<file path="config.mk">
export PLATFORM = sky130hd
export DESIGN_NAME = qte_sqrt_cell
export DESIGN_NICKNAME = d
export VERILOG_FILES = /design/src/rtl/core/qte_pkg.sv /design/src/rtl/core/qte_sqrt_cell.sv
export SDC_FILE = /design/constraint.sdc
export NUM_CORES = 1
export LEC_CHECK = 0
export BUFFER_PORTS_ARGS = -buffer_cell sky130_fd_sc_hd__buf_2
export CORE_AREA = 2 2 227 229
export CTS_BUF_LIST = sky130_fd_sc_hd__clkbuf_16
export DETAILED_ROUTE_END_ITERATION = 8
export DIE_AREA = 0 0 229 231
export RECOVER_POWER = 100
export REMOVE_ABC_BUFFERS = 1
export SLEW_MARGIN = 10
export SYNTH_ARGS = -nofsm -noshare
export SYNTH_HDL_FRONTEND = slang
export SYNTH_SLANG_ARGS = --single-unit
</file>
<file path="constraint.sdc">
create_clock -name clk -period 0.9 [get_ports clk]
set_input_delay 0.18 -clock clk [delete_from_list [all_inputs] [get_ports clk]]
set_output_delay 0.18 -clock clk [all_outputs]
set_load 0.03 [all_outputs]
</file>
<file path="src/rtl/core/qte_pkg.sv">
// ----------------------------------------------------------------------------
// Quaternion to Euler converter package
// Shared payload types, CORDIC angle table and fixed-point constants.
// ----------------------------------------------------------------------------
`default_nettype none

package qte_pkg;

    typedef struct packed {
        logic signed [15:0] quat_w;
        logic signed [15:0] quat_x;
        logic signed [15:0] quat_y;
        logic signed [15:0] quat_z;
    } qte_in_t;

    typedef struct packed {
        logic signed [14:0] angle_x;
        logic signed [15:0] angle_y;
        logic signed [15:0] angle_z;
        logic               pitch_clamped;
    } qte_out_t;

    // Products at scale 2^30 = 1.0.
    typedef struct packed {
        logic signed [33:0] sx;
        logic signed [33:0] syc;
        logic signed [33:0] cyc;
        logic signed [33:0] szc;
        logic signed [33:0] czc;
        logic               clamped;
    } qte_ops_t;

    // One CORDIC vectoring channel.
    typedef struct packed {
        logic signed [37:0] x;
        logic signed [37:0] y;
        logic signed [33:0] z;
        logic               zero;
    } qte_vec_t;

    // Channel 2 is pitch, 1 is yaw, 0 is roll.
    typedef struct packed {
        qte_vec_t [2:0] ch;
        logic           clamped;
        logic           sx_neg;
    } qte_cord_t;

    localparam int TABLE_LEN = 24;
    localparam int SQRT_CELLS = 31;

    localparam logic signed [33:0] HALF_PI_Q30 = 34'sd1686629713;
    localparam logic signed [16:0] HALF_PI_Q13 = 17'sd12868;
    localparam logic signed [16:0] PI_Q13 = 17'sd25736;

    localparam logic [31:0] ATAN_TAB [TABLE_LEN] = '{
        32'h3243F6A8, 32'h1DAC6705, 32'h0FADBAFC, 32'h07F56EA6,
        32'h03FEAB76, 32'h01FFD55B, 32'h00FFFAAA, 32'h007FFF55,
        32'h003FFFEA, 32'h001FFFFD, 32'h000FFFFF, 32'h0007FFFF,
        32'h0003FFFF, 32'h0001FFFF, 32'h0000FFFF, 32'h00007FFF,
        32'h00003FFF, 32'h00001FFF, 32'h00000FFF, 32'h000007FF,
        32'h000003FF, 32'h000001FF, 32'h000000FF, 32'h0000007F
    };

endpackage

`default_nettype wire

</file>
<file path="src/rtl/core/qte_sqrt_cell.sv">
// ----------------------------------------------------------------------------
// Square root cell
// One restoring step of the integer square root; carries the operands along.
// ----------------------------------------------------------------------------
`default_nettype none

module qte_sqrt_cell #(
    parameter int BIT_POS = 60
) (
    input  wire logic             clk,
    input  wire logic             rst_n,
    input  wire logic             valid_in,
    input  wire logic [60:0]      rem_in,
    input  wire logic [60:0]      root_in,
    input  qte_pkg::qte_ops_t     ops_in,
    output logic                  valid_out,
    output logic [60:0]           rem_out,
    output logic [60:0]           root_out,
    output qte_pkg::qte_ops_t     ops_out
);

    localparam logic [61:0] BIT = 62'd1 << BIT_POS;

    logic              valid_reg;
    logic [60:0]       rem_reg, rem_next;
    logic [60:0]       root_reg, root_next;
    qte_pkg::qte_ops_t ops_reg;
    logic [61:0]       trial;

    always_comb
    begin
        trial = {1'b0, root_in} + BIT;
        if ({1'b0, rem_in} >= trial)
        begin
            rem_next  = rem_in - trial[60:0];
            root_next = (root_in >> 1) + BIT[60:0];
        end
        else
        begin
            rem_next  = rem_in;
            root_next = root_in >> 1;
        end
    end

    always_ff @(posedge clk or negedge rst_n)
    begin
        if (!rst_n)
        begin
            valid_reg <= 1'b0;
        end
        else
        begin
            valid_reg <= valid_in;
        end
    end

    always_ff @(posedge clk)
    begin
        rem_reg  <= rem_next;
        root_reg <= root_next;
        ops_reg  <= ops_in;
    end

    assign valid_out = valid_reg;
    assign rem_out   = rem_reg;
    assign root_out  = root_reg;
    assign ops_out   = ops_reg;

endmodule

`default_nettype wire

</file>
# Word level (Yosys, flattened, before mapping)
# Index checks and enable logic that the tools add are counted.
dict set report totals {
  ff_bits 294
  latchBits 0
  ramBits 0
  rom_bits 0
  input_bits 296
  mem_count 0
}
dict set report classes {
  add_sub_neg 3
  multipliers 0
  div_mod_pow 0
  order_cmp 1
  n_eq_ne 0
  n_shift 0
  n_mux 2
  n_bitwise 0
  n_reduce_logical 0
}
# cell count
set ops {}
lappend ops {{adder 61 x 61 -> 62 bit (second input constant)} 1}
lappend ops {{greater-or-equal comparator 61 x 62 -> 1 bit} 1}
lappend ops {{adder 60 x 61 -> 61 bit (second input constant)} 1}
lappend ops {{2-to-1 mux 61 bit} 1}
lappend ops {{subtractor 61 bit} 1}
lappend ops {{2-to-1 mux 60 bit} 1}

# Logic depth before layout (Yosys ltp)
# Gate-level depths: netlist of run 1.
dict set report logic_depth {
  ltp_word 3
  mapped_depth 16
}

# Least setup slack after synthesis of run 1
# OpenSTA, ideal clock, no wires.
dict set report synth_timing {
  kind {in2reg}
  startpoint {in rem_in[0]}
  endpoint {reg rem_reg[1], in the netlist rem_out[1]}
  arrival_time_ns 2.776
  path_slack_ns -1.997
  stages 14
  path_cell_list {inv_1 -> ha_1 -> inv_1 -> fa_1 -> a21o_1 -> a221oi_1 -> a211o_1 -> a211oi_2 -> o2111ai_1 -> a211oi_2 -> nor2_1 -> buf_6 -> buf_6 -> mux2_4}
}
dict set report synth_between {
  elab_chain_len 2
  word_cells_on_any_way 3
  cone_classes {1 x add/sub; 1 x order compare; 1 x mux}
}
# element line
set synth_lines {}
lappend synth_lines {{start: declaration} qte_sqrt_cell.sv:13} ;# input wire logic [60:0] rem_in,
lappend synth_lines {{subtractor 61 bit / greater-or-equal comparator 61 x 62 -> 1 bit (equally long branches)} {qte_sqrt_cell.sv:35, qte_sqrt_cell.sv:33}}
lappend synth_lines {{2-to-1 mux 61 bit (*)} qte_sqrt_cell.sv:33} ;# if ({1'b0, rem_in} >= trial)
lappend synth_lines {{named net rem_next[1]} qte_sqrt_cell.sv:25} ;# logic [60:0] rem_reg, rem_next;
lappend synth_lines {{end signal: assignment} qte_sqrt_cell.sv:59} ;# rem_reg <= rem_next;
lappend synth_lines {{end: declaration} qte_sqrt_cell.sv:25}
# Mark *: on every way through the listed nets, which the timed path passes. The rest lies on a longest branch.
# A chain may end at the register's enable or synchronous reset.

# Worst setup path after layout of run 1
dict set report layout_timing {
  startpoint {in root_in[17]}
  endpoint {reg rem_reg[10], in the netlist rem_out[10]}
}
dict set report layout_between {
  elab_chain_len 3
}
# element line
set layout_lines {}
lappend layout_lines {{start: declaration} qte_sqrt_cell.sv:14} ;# input wire logic [60:0] root_in,
lappend layout_lines {{adder 61 x 61 -> 62 bit} qte_sqrt_cell.sv:32} ;# trial = {1'b0, root_in} + BIT;
lappend layout_lines {{greater-or-equal comparator 61 x 62 -> 1 bit} qte_sqrt_cell.sv:33}
lappend layout_lines {{2-to-1 mux 61 bit} qte_sqrt_cell.sv:33}
lappend layout_lines {{named net rem_next[10]} qte_sqrt_cell.sv:25}
# The timed path passes the listed nets, and every way through them passes these cells.

==> results of run 1 <==
==> cells by family after synthesis <==
group	synth area share, %
AOI/OAI and AO/OA	16.97
xor gates and xnor gates	4.506
adders and majority gates	7.581
buffers and inverters	4.697
DFF	56.12
muxes	0.6675
and+or+nand+nor	9.453
==> metal layers <==
layer / up-vias / share of wire [%] / wire length, um / global-route usage, %
met5: - / 0.064 / 36 / 0
li1: 5936 / - / - / -
met2: 458 / 54 / 29890 / 37.94
met3: 128 / 6.0 / 3350 / 5.052
met4: 6 / 5.3 / 2951 / 10.98
met1: 5806 / 35 / 19600 / 19.46
==> how the worst min path moves through the flow <==
stage                           from                   to  slack [ns]  cells after the start
after detailed placement       rst_n  valid_out$_DFF_PN0_       -0.04                      1
after CTS                 root_in[0]   rem_out[0]$_DFF_P_        0.04                      4
final                     root_in[0]   rem_out[0]$_DFF_P_        0.05                      4
after global placement         rst_n  valid_out$_DFF_PN0_       -0.05                      1
after floorplan                rst_n  valid_out$_DFF_PN0_       -0.12                      0
after global routing      root_in[0]   rem_out[0]$_DFF_P_        0.03                      4
==> state kept, by name (all words and copies together), names as in the netlist <==
name       count
valid_out      1
rem_out       61
ops_out      171
root_out      61
==> worst max-delay path, delay by kind of cell <==
kind	cells	cell delay [ns]
buf+inv	5	0.63
compound gates	5	1.36
fa+ha+maj	1	0.27
simple gates	3	0.52
==> power by group through the flow <==
stage	clock, uW	combinational [uW]	sequential [uW]
6_report	13400	12100	14600
5_1_grt	14200	12800	14700
4_1_cts	13600	11400	14600
3_5_place_dp	0	8660	14500
3_3_place_gp	0	8630	14500
2_1_floorplan	0	2610	16300
==> metrics by stage <==
step / worst slack (ns) / setup TNS [ns] / total power, uW
after detailed placement: -2.575 / -138.44 / 23130
after floorplan: -5.311 / -306.89 / 18920
after CTS: -1.551 / -178.83 / 39600
final: -1.624 / -172.93 / 40100
after global routing: -1.719 / -188.26 / 41720
after global placement: -2.590 / -135.26 / 23090
==> cell type report <==
class,instances,area [um2]
Antenna cell,10,25.02
Clock buffer,34,850.8
Clock inverter,26,205.2
Fill cell,4519,26940
Inverter,81,316.6
Multi-Input combinational cell,628,4981
Sequential cell,294,6259
Tap cell,680,850.8
Timing Repair Buffer,1172,10250
==> cells in the mapped netlist, types with 5 or more instances <==
library cell	instances	area [um2]
and3_1	5	31.28
o211ai_1	8	60.06
xnor2_1	34	297.8
xor2_1	20	175.2
a31oi_1	8	50.05
and2_1	5	31.28
o21bai_1	16	120.1
o211a_1	5	50.05
clkbuf_1	28	105.1
buf_6	5	56.30
nand2_1	108	405.4
a211oi_1	5	37.54
a21oi_1	80	400.4
ha_1	62	775.7
a21o_1	25	187.7
or3_1	6	37.54
o21ai_0	70	350.3
inv_1	80	300.3
o21ai_1	28	140.1
nand4_1	18	112.6
nand3_1	7	35.03
o21a_1	5	37.54
nor3_1	8	40.04
dfxtp_1	293	5866
nor2_1	38	142.6
==> repair_timing <==
action / in CTS / in global routing
pin swaps: 49 / 52
endpoints found under the setup margin: 356 / 356
gates resized for setup: 1002 / 140
cloned: 1 / 5
endpoints found under the hold margin: 293 / 0
buffers inserted: 22 / 10
hold buffers: 294 / 0
==> run metrics, run 1 <==
CP Data Arrival Time 2.97 ns; most frequent cells in the layout buf_6, dlygate4sd3_1, dfxtp_2, buf_4, buf_2; maximum buffer depth of the clock tree 3; cell area after synthesis 0.01050 mm2; Final Hold Vio Count 0; layout overhead on the synthesized area 126.2%; Pwr Density 1689 mW/mm2; # setup viols final 356; Cells after DPL 2529; ys flop type dfxtp_1; sequential share of the synthesized area 56.12%; Placed Area 0.01612 mm2; Slew headroom 73.03%; Final period util 280.4%; CP startpoint root_in[17]; starting density of the core 20.71%; Non-Filler Instances 2925; Pint 27730 uW; Die ar. 0.05290 mm2; synth warn 0; quantity of I/O buffers inserted on ports 589; Post-synth EDFFs 0; Max Clk Rate 0.3962 GHz; Core Util, Final 46.84%; sw frac 30.86%; DRC errors left 0; WHS 0.04896 ns; Final Max Tran Viols 0; crit-path max FO 7; Top Ports 590; Crit path required time 1.35 ns; CP endpoint rem_out[10]$_DFF_P_; Post-DRT Antenna Nets 0; nets 2570; Die X 229 um; status complete, but fails checks; P_sw 12370 uW; vias in the first global route 13320; min cycle time layout 2.524 ns; Worst Setup End Kind register; total track usage 19.87%; Die H 231 um; first-pass GRT wire length 79.42 mm; fraction of layout cells with a size suffix above 1 59.78%; gpl congestion 0.8708; unrepaired setup endpoints after global routing yes; core footprint 0.05068 mm2; CP dominant cell by count buf_12; hold crit path type input pin to register; most common cell after layout, fill and taps aside buf_6; slowest cell on the critical path or3_4; worst-margin pin slew 0.4018 ns; Post-DP HPWL 38.07 mm; Gate power share 30.2%; WL final 55.83 mm; Clock power frac 33.3%; clk root buf clkbuf_16; synth unique cells 64; fin area 0.02374 mm2; Cell Rows 83; CTS tree built; Yosys reg bits 294; CTS buffer count 34; worst vdd rail ir drop 1.578 mV; cell chain of the critical path buf_2 -> inv_2 -> ha_4 -> nand2_4 -> or3_4 -> a211o_1 -> a211oi_4 -> o2111ai_2 -> a211oi_2 -> nor2_4 -> buf_12 -> buf_12 -> clkbuf_16 -> o21ai_1; LEAKAGE 0.01102 uW; Vias/cell 4.217; CP Class input pin to register; Synth Instances 1042; Worst-path clk slew 0.06 ns; sequential share of power 36.5%; wire length per cell 19.09 um; largest stage delay on the critical path 0.38 ns; via count 12330; H-tree Lvls 2; MaxCap Viol Count 0; initial antenna violation count 13; GRT overflow 0; Clock Sinks 294; Setup crit start kind input pin; Mean Syn Cell Area 10.07 um2; Synth async-reset ratio 0.3401%; Setup WS post-layout -1.624 ns; drt first pass iters 4; initial DRC count 455; largest net degree at the start of global routing 21; failing checks setup timing
No activity file was read; power rests on OpenSTA's default activity.
==> run 2, diff against run 1 <==
CORE_AREA = 2 2 226 228   (was 2 2 227 229)
DIE_AREA = 0 0 228 230   (was 0 0 229 231)
==> run metrics, run 2 (same netlist as run 1, synthesis figures left out) <==
most frequent cells in the layout buf_6, dlygate4sd3_1, dfxtp_2, buf_4, buf_2; initial DRC count 409 (-10%); min cycle time layout 2.426 ns (-0.09789 ns); worst vdd rail ir drop 1.440 mV (-8.8%); Max Clk Rate 0.4122 GHz (+4.0%); Final Hold Vio Count 0 (unchanged); maximum buffer depth of the clock tree 3 (unchanged); Final period util 269.6% (-11 points); starting density of the core 21.05% (+0.34 points); total track usage 20.84% (+0.97 points); vias in the first global route 13560 (+1.8%); CP Class input pin to register; CP Data Arrival Time 2.86 ns (-0.11 ns); DRC errors left 0 (unchanged); Die X 228 um (-0.44%); H-tree Lvls 2 (unchanged); gpl congestion 0.8995 (+3.3%); Die H 230 um (-0.43%); Top Ports 590 (unchanged); max reg flops 171 (unchanged); MaxCap Viol Count 0 (unchanged); Pwr Density 1728 mW/mm2 (+2.3%); Cell Rows 82 (-1.2%); Post-DP HPWL 39.18 mm (+2.9%); Total Neg Setup Slack -168.63 ns (+4.306 ns); area taken by multi-input logic gates 0.005020 mm2 (+0.78%); via count 12540 (+1.7%); Post-DRT Antenna Nets 0 (unchanged); GRT overflow 0 (unchanged); initial antenna violation count 13 (unchanged); Die ar. 0.05244 mm2 (-0.87%); layout overhead on the synthesized area 129.1%; wire length per cell 19.46 um (+1.9%); sequential cell area 0.006262 mm2 (about the same); largest net degree at the start of global routing 15 (-29%); worst-margin pin slew 0.5269 ns (+0.1251 ns); filler cell count in the final layout 4428 (-2.0%); WL final 57.19 mm (+2.4%); failing checks setup timing; Worst-path clk slew 0.07 ns (about the same); unrepaired setup endpoints after global routing yes; Clock Sinks 294 (unchanged); Crit path required time 1.33 ns (-0.02 ns); nets 2594 (+0.93%); fraction of layout cells with a size suffix above 1 60.97% (+1.2 points); Vias/cell 4.268 (+1.2%); Worst Setup End Kind register; Final Max Tran Viols 0 (unchanged); status complete, but fails checks; first-pass GRT wire length 82.72 mm (+4.2%); CTS buffer count 35 (+2.9%); Setup WS post-layout -1.526 ns (+0.09789 ns); hold crit path type input pin to register; Total Power 41550 uW (+3.6%); CTS tree built; quantity of I/O buffers inserted on ports 589 (unchanged); Slew headroom 64.50% (-8.5 points); clk root buf clkbuf_16; crit-path max FO 7 (unchanged); most common cell after layout, fill and taps aside buf_6; LEAKAGE 0.01110 uW (+0.75%); core footprint 0.04986 mm2 (-1.6%); drt first pass iters 5 (+1); Setup crit start kind input pin; WHS 0.08987 ns (+0.04091 ns); # setup viols final 356 (unchanged)
==> run 2: cell count changes in the layout (fill, tap and decap cells not counted), moves of 8 or more <==
cell	before	now
clkbuf_1	34	46
nand2_4	20	12
buf_2	249	237
buf_4	258	278
o21ai_2	22	36
o21ai_1	34	26
nand2_1	66	56
nand2_2	22	39
==> run 2: per-stage QoR <==
step | setup WS, ns | area, um2 | cells | util [%]
after floorplan | -5.311 | 10310 | 1003 | -
after global placement | -2.243 | 16150 | 2530 | 32.39
after detailed placement | -2.298 | 16150 | 2530 | 32.39
after CTS | -1.438 | 23730 | 2922 | 47.60
after global routing | -1.592 | 24040 | 2937 | 48.22
final | -1.526 | 24050 | 2939 | 48.23
==> run 2: metal layers <==
layer / track usage, % / vias up / part of all wire (%)
li1: - / 5988 / -
met1: 20.48 / 5950 / 35
met2: 40.39 / 474 / 54
met3: 5.134 / 124 / 6.1
met4: 10.44 / 8 / 4.8
met5: 0 / - / 0.079
==> run 2: path summary, 6_finish.rpt <==
kind	startpoint	cells after the start	slack, ns	end
setup / recovery	rem_in[0]	17	-1.53	rem_out[59]$_DFF_P_
hold / removal	rem_in[60]	4	0.09	rem_out[60]$_DFF_P_
max in group asynchronous	rst_n	3	0.31	valid_out$_DFF_PN0_
min in group asynchronous	rst_n	3	0.49	valid_out$_DFF_PN0_
==> run 2: critical path, cell delays in order <==
cell       delay, ns
buf_8           0.08
inv_4           0.03
ha_4            0.15
inv_2           0.05
fa_2            0.19
a21o_1          0.17
a221oi_2        0.07
buf_4           0.15
a211o_1         0.31
a211oi_4        0.29
o2111ai_2       0.16
a211oi_2        0.32
nor2_4          0.13
buf_8           0.17
buf_4           0.14
a2111oi_4       0.19
a211oi_1        0.07
==> run 2: timing repair <==
action,4_1_cts,5_1_grt
hold buffers,294,1
resized for setup,1080,95
buffers inserted,28,15
endpoints found under the setup margin,356,356
endpoints found under the hold margin,293,1
pin swaps,70,42
cloned,10,1
==> run 2: area by class of cell <==
type	instances	area share, %
antenna	7	0.07284
clock buffer	36	3.746
clock inverter	26	1.108
inverter	81	1.316
multi-input combinational	628	20.87
sequential	294	26.04
tap	672	3.496
timing repair buffer	1195	43.35
==> run 2: power breakdown <==
group / switching (uW) / internal (uW) / leakage (uW)
sequential: 493 / 14100 / 0.00249
clock: 6120 / 8530 / 0.000582
combinational: 6130 / 6160 / 0.00803
==> run 3, diff against run 2 <==
BUFFER_PORTS_ARGS = -buffer_cell sky130_fd_sc_hd__buf_4   (was -buffer_cell sky130_fd_sc_hd__buf_2)
==> run metrics, run 3 (same netlist as run 1, synthesis figures left out) <==
status complete, but fails checks; failing checks setup timing; Pwr Density 1713 mW/mm2 (-0.87%); maximum buffer depth of the clock tree 3 (unchanged); Cell Rows 82 (unchanged); Final period util 266.6% (-2.9 points); clk root buf clkbuf_16; core footprint 0.04986 mm2 (unchanged); WL final 53.62 mm (-6.2%); MaxCap Viol Count 0 (unchanged); GRT overflow 0 (unchanged); Die H 230 um (unchanged); Crit path required time 1.31 ns (-0.02 ns); Worst-path clk slew 0.06 ns (about the same); worst vdd rail ir drop 1.217 mV (-15%); CP startpoint root_in[4]; fraction of layout cells with a size suffix above 1 56.05% (-4.9 points); drt first pass iters 5 (unchanged); DRC errors left 0 (unchanged); Slew headroom 71.25% (+6.7 points); most frequent cells in the layout buf_4, dlygate4sd3_1, buf_6, dfxtp_2, clkbuf_4; Worst Setup End Kind register; Final Max Tran Viols 0 (unchanged); min cycle time layout 2.400 ns (-0.02645 ns); Final Hold Vio Count 0 (unchanged); Cells after DPL 2510 (-0.79%); # setup viols final 356 (unchanged); quantity of I/O buffers inserted on ports 589 (unchanged); crit-path max FO 8 (+1); wire length per cell 18.66 um (-4.1%); Total Neg Setup Slack -165.97 ns (+2.661 ns); LEAKAGE 0.01086 uW (-2.1%); Die X 228 um (unchanged); CP Class input pin to register; vias in the first global route 13190 (-2.7%); Top Ports 590 (unchanged); H-tree Lvls 2 (unchanged); via count 12070 (-3.8%); slowest cell on the critical path a211oi_2; initial DRC count 423 (+3.4%); largest net degree at the start of global routing 21 (+6); max reg flops 171 (unchanged); Die ar. 0.05244 mm2 (unchanged); Total Power 40210 uW (-3.2%); largest stage delay on the critical path 0.35 ns (+0.03 ns); Clock Sinks 294 (unchanged); Vias/cell 4.198 (-1.6%); layout overhead on the synthesized area 123.6%; initial antenna violation count 7 (-6); cell chain of the critical path buf_4 -> inv_1 -> ha_4 -> a21o_1 -> a221oi_2 -> buf_4 -> a211o_1 -> a211oi_4 -> o2111ai_2 -> a211oi_2 -> nor2_4 -> buf_12 -> mux2_4; starting density of the core 21.05% (unchanged); hold crit path type input pin to register; worst-margin pin slew 0.4268 ns (-0.1001 ns); Post-DRT Antenna Nets 0 (unchanged); CP Data Arrival Time 2.81 ns (-0.05 ns); CP endpoint rem_out[1]$_DFF_P_; nets 2534 (-2.3%); total track usage 19.96% (-0.88 points); gpl congestion 0.8995 (unchanged); most common cell after layout, fill and taps aside buf_4; CP dominant cell by count buf_4; unrepaired setup endpoints after global routing yes; CTS tree built; Max Clk Rate 0.4167 GHz (+1.1%); Setup WS post-layout -1.500 ns (+0.02645 ns); first-pass GRT wire length 80.28 mm (-2.9%); CTS buffer count 34 (-2.9%); Setup crit start kind input pin; Post-DP HPWL 39.67 mm (+1.2%); pre-CTS worst setup slack -2.368 ns (-0.06911 ns); filler cell count in the final layout 4558 (+2.9%); Non-Filler Instances 2874 (-2.2%)
run 3: worst min-delay path by stage:
stage,end,start,depth (start not counted)
6_report,rem_out[57]$_DFF_P_,rem_in[57],4
2_1_floorplan,valid_out$_DFF_PN0_,rst_n,0
5_1_grt,rem_out[57]$_DFF_P_,rem_in[57],4
3_5_place_dp,valid_out$_DFF_PN0_,rst_n,1
3_3_place_gp,valid_out$_DFF_PN0_,rst_n,1
4_1_cts,rem_out[0]$_DFF_P_,rem_in[0],3
run 3: timing repair:
| item | in CTS | in global routing |
|---|---|---|
| endpoints found under the hold margin | 293 | 1 |
| setup buffers | 6 | 0 |
| gates cloned | 1 | 0 |
| hold buffers | 293 | 2 |
| pin swaps | 21 | 13 |
| endpoints found under the setup margin | 356 | 356 |
| resized for setup | 669 | 48 |
run 3: report_power, final:
| part | internal, uW | switching (uW) |
|---|---|---|
| Combinational | 5850 | 5680 |
| Sequential | 14100 | 487 |
| Clock | 8360 | 5700 |
| Total | 28300 | 11900 |
run 3: per-layer routing:
layer,track usage [%],part of all wire [%],vias up
li1,-,-,5841
met1,19.97,35,5695
met5,0,0.069,-
met4,8.272,4.0,6
met2,39.13,55,420
met3,4.787,5.6,103
run 3: final cells by class:
class                      count  area (um2)  share of cell area, %
timing repair buffer        1136       10400                  44.28
sequential                   294        6259                  26.66
multi-input combinational    628        4542                  19.35
clock buffer                  34       850.8                  3.624
tap                          672       840.8                  3.582
inverter                      81       309.0                  1.316
clock inverter                25       269.0                  1.146
antenna                        4       10.01                0.04264
run 3: worst max-delay path: cells and delay by family:
kind                     cells  cell delay (ns)
AO/OA/AOI/OAI                6             1.41
buffers and inverters        4             0.48
adder cells (fa/ha/maj)      1             0.32
multiplexers                 1             0.29
AND/OR/NAND/NOR              1             0.10
run 3: through the flow:
step | cell area [um2] | hold slack, ns | util (%)
after floorplan | 10310 | -0.1156 | -
after global placement | 17470 | -0.04476 | 35.04
after detailed placement | 17470 | -0.04157 | 35.04
after CTS | 23320 | -0.1682 | 46.77
after global routing | 23480 | 0.06121 | 47.08
final | 23480 | 0.07363 | 47.08
